<file path="config.mk">
export PLATFORM = sky130hd
export DESIGN_NAME = slot_allocator_with_free_hint
export DESIGN_NICKNAME = d
export VERILOG_FILES = /design/src/rtl/sa_pkg.sv /design/src/rtl/slot_allocator_with_free_hint.sv /design/src/rtl/sa_ctrl.sv /design/src/rtl/sa_datapath.sv
export SDC_FILE = /design/constraint.sdc
export NUM_CORES = 1
export LEC_CHECK = 0
export BUFFER_PORTS_ARGS = -buffer_cell sky130_fd_sc_hd__buf_2
export CORE_ASPECT_RATIO = 1.75
export CORE_MARGIN = 2
export CORE_UTILIZATION = 56
export CTS_CLUSTER_SIZE = 20
export DETAILED_ROUTE_END_ITERATION = 10
export GPL_ROUTABILITY_DRIVEN = 0
export PLACE_DENSITY_LB_ADDON = 0.1
export SYNTH_ARGS = -nofsm -noshare
export SYNTH_HDL_FRONTEND = slang
export SYNTH_SLANG_ARGS = --single-unit
</file>
<file path="constraint.sdc">
create_clock -name clk -period 3.7 [get_ports clk]
set_input_delay 0.37 -clock clk [delete_from_list [all_inputs] [get_ports clk]]
set_output_delay 0.37 -clock clk [all_outputs]
set_load 0.005 [all_outputs]
</file>
<file path="src/rtl/sa_pkg.sv">
// Shared types and constants for the slot allocator.
`timescale 1ns / 1ps
`default_nettype none

package sa_pkg;

    // Default table size.
    localparam int MAX_SLOTS_DEF = 64;

    // Allocation stops below 128 because the limit register is 7 bits wide,
    // and release can only name slots below 64, so no slot at or above 128
    // can ever become active.
    localparam int SCAN_REACH = 128;

    // Slots examined per scan cycle.
    localparam int CHUNK = 16;

    // Configuration register width and reset value.
    localparam int LIMIT_W = 7;
    localparam logic [LIMIT_W-1:0] LIMIT_RST = 7'd64;

    // Request codes.
    localparam logic [1:0] KIND_ALLOC   = 2'd0;
    localparam logic [1:0] KIND_RELEASE = 2'd1;
    localparam logic [1:0] KIND_CLEAR   = 2'd2;

    // Controller states.
    typedef enum logic [0:0] {
        SA_IDLE,
        SA_WORK
    } sa_state_t;

    // Commands from the controller to the datapath.
    typedef struct packed {
        logic load;
        logic advance;
        logic commit;
    } sa_cmd_t;

    // Status from the datapath to the controller.
    typedef struct packed {
        logic done;
        logic out_busy;
    } sa_status_t;

endpackage

`default_nettype wire

</file>
<file path="src/rtl/slot_allocator_with_free_hint.sv">
// Release, clear and undefined requests are latched on acceptance and give their result from the work state.
// Allocate scans N 16-slot chunks, starting at the hint's chunk (1 to 4 at 64 slots),
// with a scan window of one chunk per cycle.
// A new request is taken the cycle after a result is registered, while that result may wait.
// Reset empties the table, zeroes count and hint, sets the limit register to 64, no result pending.
`timescale 1ns / 1ps
`default_nettype none

module slot_allocator_with_free_hint #(
    parameter int MAX_SLOTS = sa_pkg::MAX_SLOTS_DEF
) (
    input  wire logic                       clk,
    input  wire logic                       rst_n,
    input  wire logic                       in_valid,
    output logic                            in_ready,
    input  wire logic [1:0]                 kind,
    input  wire logic [5:0]                 slot,
    output logic                            out_valid,
    input  wire logic                       out_ready,
    output logic [5:0]                      granted_slot,
    output logic                            ok,
    output logic [6:0]                      active_count,
    input  wire logic                       cfg_we,
    input  wire logic [sa_pkg::LIMIT_W-1:0] cfg_data
);

    sa_pkg::sa_cmd_t    cmd;
    sa_pkg::sa_status_t status;

    // Request sequencing.
    sa_ctrl u_ctrl (
        .clk      (clk),
        .rst_n    (rst_n),
        .in_valid (in_valid),
        .in_ready (in_ready),
        .status   (status),
        .cmd      (cmd)
    );

    // Table, scan and result register.
    sa_datapath #(
        .MAX_SLOTS (MAX_SLOTS)
    ) u_datapath (
        .clk          (clk),
        .rst_n        (rst_n),
        .cmd          (cmd),
        .status       (status),
        .kind         (kind),
        .slot         (slot),
        .cfg_we       (cfg_we),
        .cfg_data     (cfg_data),
        .out_ready    (out_ready),
        .out_valid    (out_valid),
        .granted_slot (granted_slot),
        .ok           (ok),
        .active_count (active_count)
    );

endmodule

`default_nettype wire

</file>
<file path="src/rtl/sa_ctrl.sv">
// Controller state machine for the slot allocator.
`timescale 1ns / 1ps
`default_nettype none

module sa_ctrl (
    input  wire logic               clk,
    input  wire logic               rst_n,
    input  wire logic               in_valid,
    output logic                    in_ready,
    input  wire sa_pkg::sa_status_t status,
    output sa_pkg::sa_cmd_t         cmd
);

    sa_pkg::sa_state_t state_reg;
    sa_pkg::sa_state_t state_next;

    // State register.
    always_ff @(posedge clk or negedge rst_n)
    begin
        if (!rst_n)
        begin
            state_reg <= sa_pkg::SA_IDLE;
        end
        else
        begin
            state_reg <= state_next;
        end
    end

    // Next state: one request is worked on at a time.
    always_comb
    begin
        state_next = state_reg;
        case (state_reg)
            sa_pkg::SA_IDLE:
            begin
                if (in_valid)
                begin
                    state_next = sa_pkg::SA_WORK;
                end
            end
            sa_pkg::SA_WORK:
            begin
                if (status.done && !status.out_busy)
                begin
                    state_next = sa_pkg::SA_IDLE;
                end
            end
            default:
            begin
                state_next = sa_pkg::SA_IDLE;
            end
        endcase
    end

    // Outputs: load on accept, scan until done, commit once the output is free.
    always_comb
    begin
        in_ready    = 1'b0;
        cmd.load    = 1'b0;
        cmd.advance = 1'b0;
        cmd.commit  = 1'b0;
        case (state_reg)
            sa_pkg::SA_IDLE:
            begin
                in_ready = 1'b1;
                cmd.load = in_valid;
            end
            sa_pkg::SA_WORK:
            begin
                cmd.advance = !status.done;
                cmd.commit  = status.done && !status.out_busy;
            end
            default:
            begin
                in_ready = 1'b0;
            end
        endcase
    end

endmodule

`default_nettype wire

</file>
<file path="src/rtl/sa_datapath.sv">
// Datapath for the slot allocator: active bitmap, count, hint and result register.
`timescale 1ns / 1ps
`default_nettype none

module sa_datapath #(
    parameter int MAX_SLOTS = sa_pkg::MAX_SLOTS_DEF
) (
    input  wire logic                       clk,
    input  wire logic                       rst_n,
    input  wire sa_pkg::sa_cmd_t            cmd,
    output sa_pkg::sa_status_t              status,
    input  wire logic [1:0]                 kind,
    input  wire logic [5:0]                 slot,
    input  wire logic                       cfg_we,
    input  wire logic [sa_pkg::LIMIT_W-1:0] cfg_data,
    input  wire logic                       out_ready,
    output logic                            out_valid,
    output logic [5:0]                      granted_slot,
    output logic                            ok,
    output logic [6:0]                      active_count
);

    // Only slots below SCAN_REACH can ever be active, so only those are stored.
    localparam int TBL    = (MAX_SLOTS < sa_pkg::SCAN_REACH) ? MAX_SLOTS
                                                             : sa_pkg::SCAN_REACH;
    localparam int CHUNK  = sa_pkg::CHUNK;
    localparam int NCHUNK = (TBL + CHUNK - 1) / CHUNK;
    localparam int NBITS  = NCHUNK * CHUNK;
    localparam int CIDX_W = (NCHUNK > 1) ? $clog2(NCHUNK) : 1;
    localparam int OFF_W  = $clog2(CHUNK);
    localparam int HINT_W = $clog2(TBL + 1);
    localparam int CNT_W  = $clog2(TBL + 1);
    localparam int POS_W  = $clog2(NBITS + 1);

    // State and payload registers.
    logic [NCHUNK-1:0][CHUNK-1:0] map_reg, map_next;
    logic [CNT_W-1:0]             count_reg, count_next;
    logic [HINT_W-1:0]            hint_reg, hint_next;
    logic [sa_pkg::LIMIT_W-1:0]   limit_reg, limit_next;
    logic                         out_valid_reg, out_valid_next;
    logic [1:0]                   kind_reg, kind_next;
    logic [5:0]                   slot_reg, slot_next;
    logic [CIDX_W-1:0]            cidx_reg, cidx_next;
    logic [5:0]                   granted_reg, granted_next;
    logic                         ok_reg, ok_next;

    // Scan and release evaluation.
    logic [HINT_W-1:0] lim;
    logic [POS_W-1:0]  lim_pos;
    logic [POS_W-1:0]  hint_pos;
    logic [POS_W-1:0]  base;
    logic [CHUNK-1:0]  chunk;
    logic [CHUNK-1:0]  free;
    logic [OFF_W-1:0]  first;
    logic              found;
    logic              alloc_ok;
    logic              alloc_fail;
    logic [POS_W-1:0]  grant_pos;
    logic              slot_in;
    logic              slot_bit;
    logic              rel_ok;

    // Control state with reset.
    always_ff @(posedge clk or negedge rst_n)
    begin
        if (!rst_n)
        begin
            map_reg       <= '0;
            count_reg     <= '0;
            hint_reg      <= '0;
            limit_reg     <= sa_pkg::LIMIT_RST;
            out_valid_reg <= 1'b0;
        end
        else
        begin
            map_reg       <= map_next;
            count_reg     <= count_next;
            hint_reg      <= hint_next;
            limit_reg     <= limit_next;
            out_valid_reg <= out_valid_next;
        end
    end

    // Payload registers.
    always_ff @(posedge clk)
    begin
        kind_reg    <= kind_next;
        slot_reg    <= slot_next;
        cidx_reg    <= cidx_next;
        granted_reg <= granted_next;
        ok_reg      <= ok_next;
    end

    // Usable limit is the register clamped to the table size.
    always_comb
    begin
        if (int'(limit_reg) > TBL)
        begin
            lim = HINT_W'(TBL);
        end
        else
        begin
            lim = HINT_W'(limit_reg);
        end
        lim_pos  = POS_W'(lim);
        hint_pos = POS_W'(hint_reg);
    end

    // One chunk of the bitmap is searched per cycle for the first free slot.
    always_comb
    begin
        base  = POS_W'(cidx_reg) << OFF_W;
        chunk = map_reg[cidx_reg];
        for (int j = 0; j < CHUNK; j++)
        begin
            free[j] = !chunk[j] && ((base + POS_W'(j)) < lim_pos);
        end
        first = '0;
        for (int j = CHUNK - 1; j >= 0; j--)
        begin
            if (free[j])
            begin
                first = OFF_W'(j);
            end
        end
        found      = |free;
        grant_pos  = base + POS_W'(first);
        alloc_ok   = found && (hint_pos < lim_pos);
        alloc_fail = (hint_pos >= lim_pos)
                     || (!found && ((base + POS_W'(CHUNK)) >= lim_pos));
    end

    // Release looks up the named slot directly.
    always_comb
    begin
        slot_in  = int'(slot_reg) < TBL;
        slot_bit = map_reg[CIDX_W'(slot_reg >> OFF_W)][slot_reg[OFF_W-1:0]];
        rel_ok   = slot_in && slot_bit;
    end

    // Status back to the controller.
    always_comb
    begin
        status.done     = (kind_reg != sa_pkg::KIND_ALLOC) || alloc_ok || alloc_fail;
        status.out_busy = out_valid_reg && !out_ready;
    end

    // Next-state logic for the table, request latch and result register.
    always_comb
    begin
        map_next       = map_reg;
        count_next     = count_reg;
        hint_next      = hint_reg;
        limit_next     = limit_reg;
        kind_next      = kind_reg;
        slot_next      = slot_reg;
        cidx_next      = cidx_reg;
        granted_next   = granted_reg;
        ok_next        = ok_reg;
        out_valid_next = out_valid_reg;

        if (cfg_we)
        begin
            limit_next = cfg_data;
        end

        if (out_valid_reg && out_ready)
        begin
            out_valid_next = 1'b0;
        end

        // Latch the request and start the scan at the hint's chunk.
        if (cmd.load)
        begin
            kind_next = kind;
            slot_next = slot;
            cidx_next = CIDX_W'(hint_reg >> OFF_W);
        end

        if (cmd.advance)
        begin
            cidx_next = cidx_reg + CIDX_W'(1);
        end

        // Apply the request and present its result.
        if (cmd.commit)
        begin
            out_valid_next = 1'b1;
            granted_next   = '0;
            ok_next        = 1'b0;
            case (kind_reg)
                sa_pkg::KIND_ALLOC:
                begin
                    if (alloc_ok)
                    begin
                        map_next[cidx_reg][first] = 1'b1;
                        count_next   = count_reg + CNT_W'(1);
                        hint_next    = HINT_W'(grant_pos + POS_W'(1));
                        granted_next = 6'(grant_pos);
                        ok_next      = 1'b1;
                    end
                end
                sa_pkg::KIND_RELEASE:
                begin
                    if (rel_ok)
                    begin
                        map_next[CIDX_W'(slot_reg >> OFF_W)][slot_reg[OFF_W-1:0]] = 1'b0;
                        if (count_reg != '0)
                        begin
                            count_next = count_reg - CNT_W'(1);
                        end
                        if (HINT_W'(slot_reg) < hint_reg)
                        begin
                            hint_next = HINT_W'(slot_reg);
                        end
                        ok_next = 1'b1;
                    end
                end
                sa_pkg::KIND_CLEAR:
                begin
                    map_next   = '0;
                    count_next = '0;
                    hint_next  = '0;
                    ok_next    = 1'b1;
                end
                default:
                begin
                    ok_next = 1'b0;
                end
            endcase
        end
    end

    // The count changes only together with a new result, so it drives the port directly.
    assign out_valid    = out_valid_reg;
    assign granted_slot = granted_reg;
    assign ok           = ok_reg;
    assign active_count = 7'(count_reg);

endmodule

`default_nettype wire
</file>
# Yosys cells after proc, flatten, opt, wreduce, memory -nomap -nowiden
# Cells that the tools add are included.
# Widths: inputs -> output; s select.
# totals
reg_bits,104
in_bits,20
output_inout_bits,16
word_cells,188
# op_classes
addsub,21
magnitude_cmp,29
eq_ne,6
n_mux,55
bitwise,4
n_reduce_logical,59
# ops
op,n
$pmux 64 s3,1
$mux 64,2
$lt 7x7->1,16
$and 64x64->64,1
$bmux 16 s2,2
$demux 16 s2,2
$mux 16,4
$mux 4,16
$not 64->64,1
$or 64x64->64,1
$add 6x4->7 const B,8
$mux 7,7
$pmux 7 s3,2
$add 6x3->7 const B,4
$logic_and 1x1->1,25
$logic_not 1->1,20
$reduce_or 16->1,1
$add 6x2->7 const B,2
$add 7x1->7 const B,2
$ge 7x7->1,2
$lt 6x7->1,2
$mux 1,11
$lt 4x5->1 const B,2
$reduce_and 5->1,2
other kinds (25),38

# Logic depth before layout (Yosys ltp)
# logic_depth
depth_word,29
mapped_depth,17
mapped_depth_nobuf,15

# By module
# A second synthesis with hierarchy kept.
# unflattened
cells_unflattened,765
area_unflattened_um2,7335.8
# by_module_without_submodules
mod,instances,cells_per_inst,area_per_inst_um2,seq_area_each_um2
sa_datapath,1,758,7278.2,2663.8
sa_ctrl,1,7,57.6,25.0

# Worst setup path after synthesis
# OpenSTA, ideal clock, no wires.
# synth_path
path_type,register -> register
start,register u_datapath.cidx_reg[0]
end,register u_datapath.cidx_reg[1] (data pin)
setup_time_ps,260
arrival_time_ps,3789
required_ps,3440
slack_ps,-348
stages_incl_launch_ff,13
n_path_buf,2
period_less_slack_ps,4048
cell_sequence,edfxtp_1 > buf_4 > buf_2 > inv_1 > ha_1 > nor4b_4 > a21oi_1 > o41a_1 > or4b_4 > nor2_1 > and4_1 > and2_1 > mux2_2
# synth_via
elab_chain_len,12
elab_cells_between_ends,78
cone_classes,add/sub: 17; order compare: 17; mux: 4; reduce/logical: 40
# synth_lines
element,line,source
"start, declared",sa_datapath.sv:43,"logic [CIDX_W-1:0] cidx_reg, cidx_next;"
"start signal, assigned",sa_datapath.sv:89,cidx_reg <= cidx_next;
branches (longest 11 deep; another with $add 6x1->7),--,
$mux 2 *,sa_datapath.sv:180,if (cmd.advance)
named net u_datapath.cidx_next[1],sa_datapath.sv:43,
# Mark *: on every way through the listed nets, which the timed path passes. The select of a mux whose other input is x is not followed.
# A chain may end at the register's enable or synchronous reset.

# Final worst setup path
# layout_path
start,register u_datapath.limit_reg[6] (netlist name)
end,register u_datapath.map_reg[36] (netlist name)
# layout_via
elab_chain_len,29
elab_cells_between_ends,74
cone_classes,order compare: 22; eq/ne: 1; mux: 24; bitwise: 1; reduce/logical: 26
# layout_lines
element,line,source
"start, declared",sa_datapath.sv:39,"logic [sa_pkg::LIMIT_W-1:0] limit_reg, limit_next;"
"start signal, assigned",sa_datapath.sv:71,limit_reg <= sa_pkg::LIMIT_RST;
"start signal, assigned",sa_datapath.sv:79,limit_reg <= limit_next;
$gt 7x7->1,sa_datapath.sv:97,if (int'(limit_reg) > TBL)
$mux 7 *,sa_datapath.sv:97,
$lt 7x7->1,sa_datapath.sv:116,free[j] = !chunk[j] && ((base + POS_W'(j)) < lim_pos);
$logic_and 1x1->1,sa_datapath.sv:116,
$mux 4 (16 in series),sa_datapath.sv:121,if (free[j])
$lt 4x5->1 (not written as such) or $ge 4x1->1 (tied branches),sa_datapath.sv:196,map_next[cidx_reg][first] = 1'b1;
$logic_and 1x1->1 (not written as such),sa_datapath.sv:196,
$mux 1 (not written as such),sa_datapath.sv:196,
$demux 1 s4,--,
$mux 16 (not written as such),sa_datapath.sv:196,
$demux 16 s2,--,
$or 64x64->64 (no line),--,
$mux 64,sa_datapath.sv:194,if (alloc_ok)
$pmux 64 s3,sa_datapath.sv:191,case (kind_reg)
"end signal, assigned",sa_datapath.sv:76,map_reg <= map_next;
"end, declared",sa_datapath.sv:36,"logic [NCHUNK-1:0][CHUNK-1:0] map_reg, map_next;"
# Every way passes the cells marked *; elsewhere a longest branch is shown, timed or not. The select of a mux whose other input is x is not followed.

==> impl_metrics.json <==
{
  "status": "finished clean",
  "drive_gt1_frac": 0.254,
  "reg2reg_depth": 15,
  "htreeDepth": 3,
  "cts_tree": "yes",
  "finalPower_w": 0.00486,
  "r2r_start": "u_datapath.limit_reg[6]",
  "largest_reg_flops": 64,
  "drc": 0,
  "hpwl_um": 15800,
  "finalCritPeriodShare": 0.981,
  "clock_sinks": 104,
  "cp-end-kind": "register",
  "arrival_ns": 3.91,
  "grt_antenna_before_repair": 0,
  "grt-ovfl-total": 0,
  "maxSlewViolCount": 0,
  "via_count": 6402,
  "grt_use_total": 0.334,
  "final_cell_mix": "112 x o21ai_0, 86 x dfrtp_1, 81 x nor2_1, 64 x a21oi_1, 56 x buf_4",
  "final_net_count": 863,
  "clock_latency_ns": 0.36,
  "routed_wl_um": 22200,
  "area_growth_pct": 18.1,
  "pwr_density_cell_mw_per_mm2": 586,
  "worstSetupPathType": "reg -> reg",
  "synthFlopType": "dfrtp_1",
  "relSlewSlack": 0.283,
  "stdcell_area_sq_mm": 0.00830,
  "grt_pass1_wl_um": 34100,
  "placed_area_sq_mm": 0.00783,
  "num_rows": 54,
  "io_buffers": 35,
  "crit_chain": "inv_2 -> nand2_4 -> ha_4 -> nor4b_4 -> buf_6 -> a21oi_2 -> o41a_1 -> or4b_4 -> o32ai_4 -> nor4_4 -> nand2_2 -> buf_12 -> clkbuf_16 -> o21ai_0 -> o21ai_1",
  "antenna_cells": 0,
  "reg2reg_to": "u_datapath.map_reg[36]",
  "crit_slowest_cell": "or4b_4",
  "first_global_vias": 6312,
  "p_leak_nw": 3.58,
  "start_util": 0.569,
  "syn_inst": 739,
  "critical-path-max-stage-delay_ns": 0.56,
  "mostFrequentLayoutCell": "o21ai_0",
  "dieHeight_um": 152,
  "final_antenna_net_count": 0,
  "nFillCells": 991,
  "yosys_warnings": 0,
  "critPathLaunchType": "register",
  "die_x_um": 88.7,
  "hold_class": "in -> async",
  "required_ns": 3.98,
  "finalSetupViolations": 0,
  "core_area_sq_mm": 0.0124,
  "cp.buffers_inverters": 4,
  "clockBufferDepth": 2,
  "hold_viol_final": 0,
  "ys_seq_area_frac": 0.382,
  "clk_pin_slew_ns": 0.08,
  "vias_per_cell": 6.53,
  "ys_types": 66,
  "ys_seq_elements": 104,
  "grt_max_degree": 80,
  "dr.first_iter.drc_count": 582,
  "syn_area_per_cell_sq_um": 9.52,
  "wl_per_cell_um": 22.6,
  "cts_made_buffers": 9,
  "cts_hold_buf": 0,
  "path_max_fanout": 8,
  "synth_edf_count": 17,
  "clock_skew_ns": 0.0132,
  "ir_drop_v": 0.000259,
  "cts_root_buf": "clkbuf_16",
  "fin_crit_ns": 3.63,
  "syn_area_sq_mm": 0.00703,
  "maxCapViolCount": 0,
  "worst_pin_slew_ns": 1.07,
  "rsz0062_at_grt": "yes",
  "dr.pass1.iters": 6,
  "async_reset_ff_frac": 0.837,
  "io_pins": 36,
  "reg2reg_slack_ns": 0.07,
  "path_delay_family": "simple AND/OR/NAND/NOR gates",
  "fmax_mhz": 275,
  "syn_nets": 795,
  "die_area_sq_mm": 0.0135
}
synth_stat cells (all sizes together) (3+ instances only):
cell,instances,share of area
a31oi,4,0.0036
clkbuf,29,0.016
nand3,8,0.0057
ha,35,0.062
nand2b,11,0.0098
a21o,11,0.012
or2,5,0.0044
mux2,14,0.025
xnor2,7,0.0087
nor3,12,0.0085
o211ai,4,0.0043
a22oi,3,0.0032
nand2,47,0.026
o22a,5,0.0062
a21oi,70,0.051
o21ai,121,0.086
dfrtp,86,0.31
nor2,83,0.045
a2bb2oi,10,0.012
mux4,33,0.11
nor2b,11,0.0098
buf,19,0.017
edfxtp,17,0.073
mux2i,10,0.014
o21a,4,0.0043
nand4,5,0.0044
o21bai,3,0.0032
nor4,4,0.0044
inv,28,0.015
a211oi,4,0.0043
and2,6,0.0053
what timing repair did:
| item | in CTS | in global routing |
|---|---|---|
| endpoints found under the setup margin | 58 | 76 |
| buffers inserted | 0 | 5 |
| gates resized for setup | 4 | 22 |
| cloned | 0 | 4 |
| pin swaps | 0 | 8 |
area by class of cell:
class / count / area (sq um) / area share
tap: 168 / 210 / 0.0253
inverter: 29 / 113 / 0.0136
sequential: 104 / 2690 / 0.324
timing repair buffer: 105 / 882 / 0.106
clock buffer: 10 / 229 / 0.0276
multi-input combinational: 558 / 4130 / 0.498
clock inverter: 6 / 50.0 / 0.00603
power by group:
part | internal [W] | switching, W | total (W) | leakage (nW)
sequential | 0.00139 | 0.000213 | 0.00161 | 1.33
clock | 0.000467 | 0.000458 | 0.000925 | 0.135
combinational | 0.00105 | 0.00128 | 0.00233 | 2.11
total | 0.00291 | 0.00195 | 0.00486 | 3.58
worst max path at each step:
stage,start,to,slack [ns],cells after the start
floorplan,u_datapath.cidx_reg[0],u_datapath.active_count[0],-0.11,13
detailed placement,u_datapath.limit_reg[6],u_datapath.map_reg[10],-0.12,14
finish,u_datapath.limit_reg[6],u_datapath.map_reg[36],0.07,15
CTS,u_datapath.limit_reg[6],u_datapath.cidx_reg[1],0.003,13
global route,u_datapath.cidx_reg[0],u_datapath.map_reg[10],-0.05,15
global placement,u_datapath.limit_reg[6],u_datapath.active_count[5],-0.02,12
metal layers:
layer / vias up / global-route usage / part of all wire
li1: 2839 / - / -
met1: 3094 / 0.393 / 0.34
met2: 370 / 0.556 / 0.50
met3: 99 / 0.0460 / 0.074
met4: 0 / 0.209 / 0.077
met5: - / 0 / 0
cells by family (layout without fill, tap and decap cells):
family / count (synthesis) / in the layout / synth area share
buf+inv: 77 / 150 / 0.0486
flops: 104 / 104 / 0.382
mux: 57 / 57 / 0.145
compound gates: 252 / 252 / 0.208
simple gates: 205 / 205 / 0.141
xor+xnor: 8 / 8 / 0.00996
fa+ha+maj: 36 / 36 / 0.0651
stage by stage:
step,setup WS [ns],utilization,instances,hold WS (ns),setup TNS (ns)
2_1_floorplan,-0.109,-,739,0.0744,-2.36
6_report,0.0699,0.672,980,0.178,0
5_1_grt,-0.0549,0.672,980,0.178,-0.0809
3_3_place_gp,-0.0163,0.633,955,0.488,-0.0727
4_1_cts,0.00349,0.657,971,0.182,0
3_5_place_dp,-0.125,0.633,955,0.500,-3.23
No activity file was read; power rests on OpenSTA's default activity.
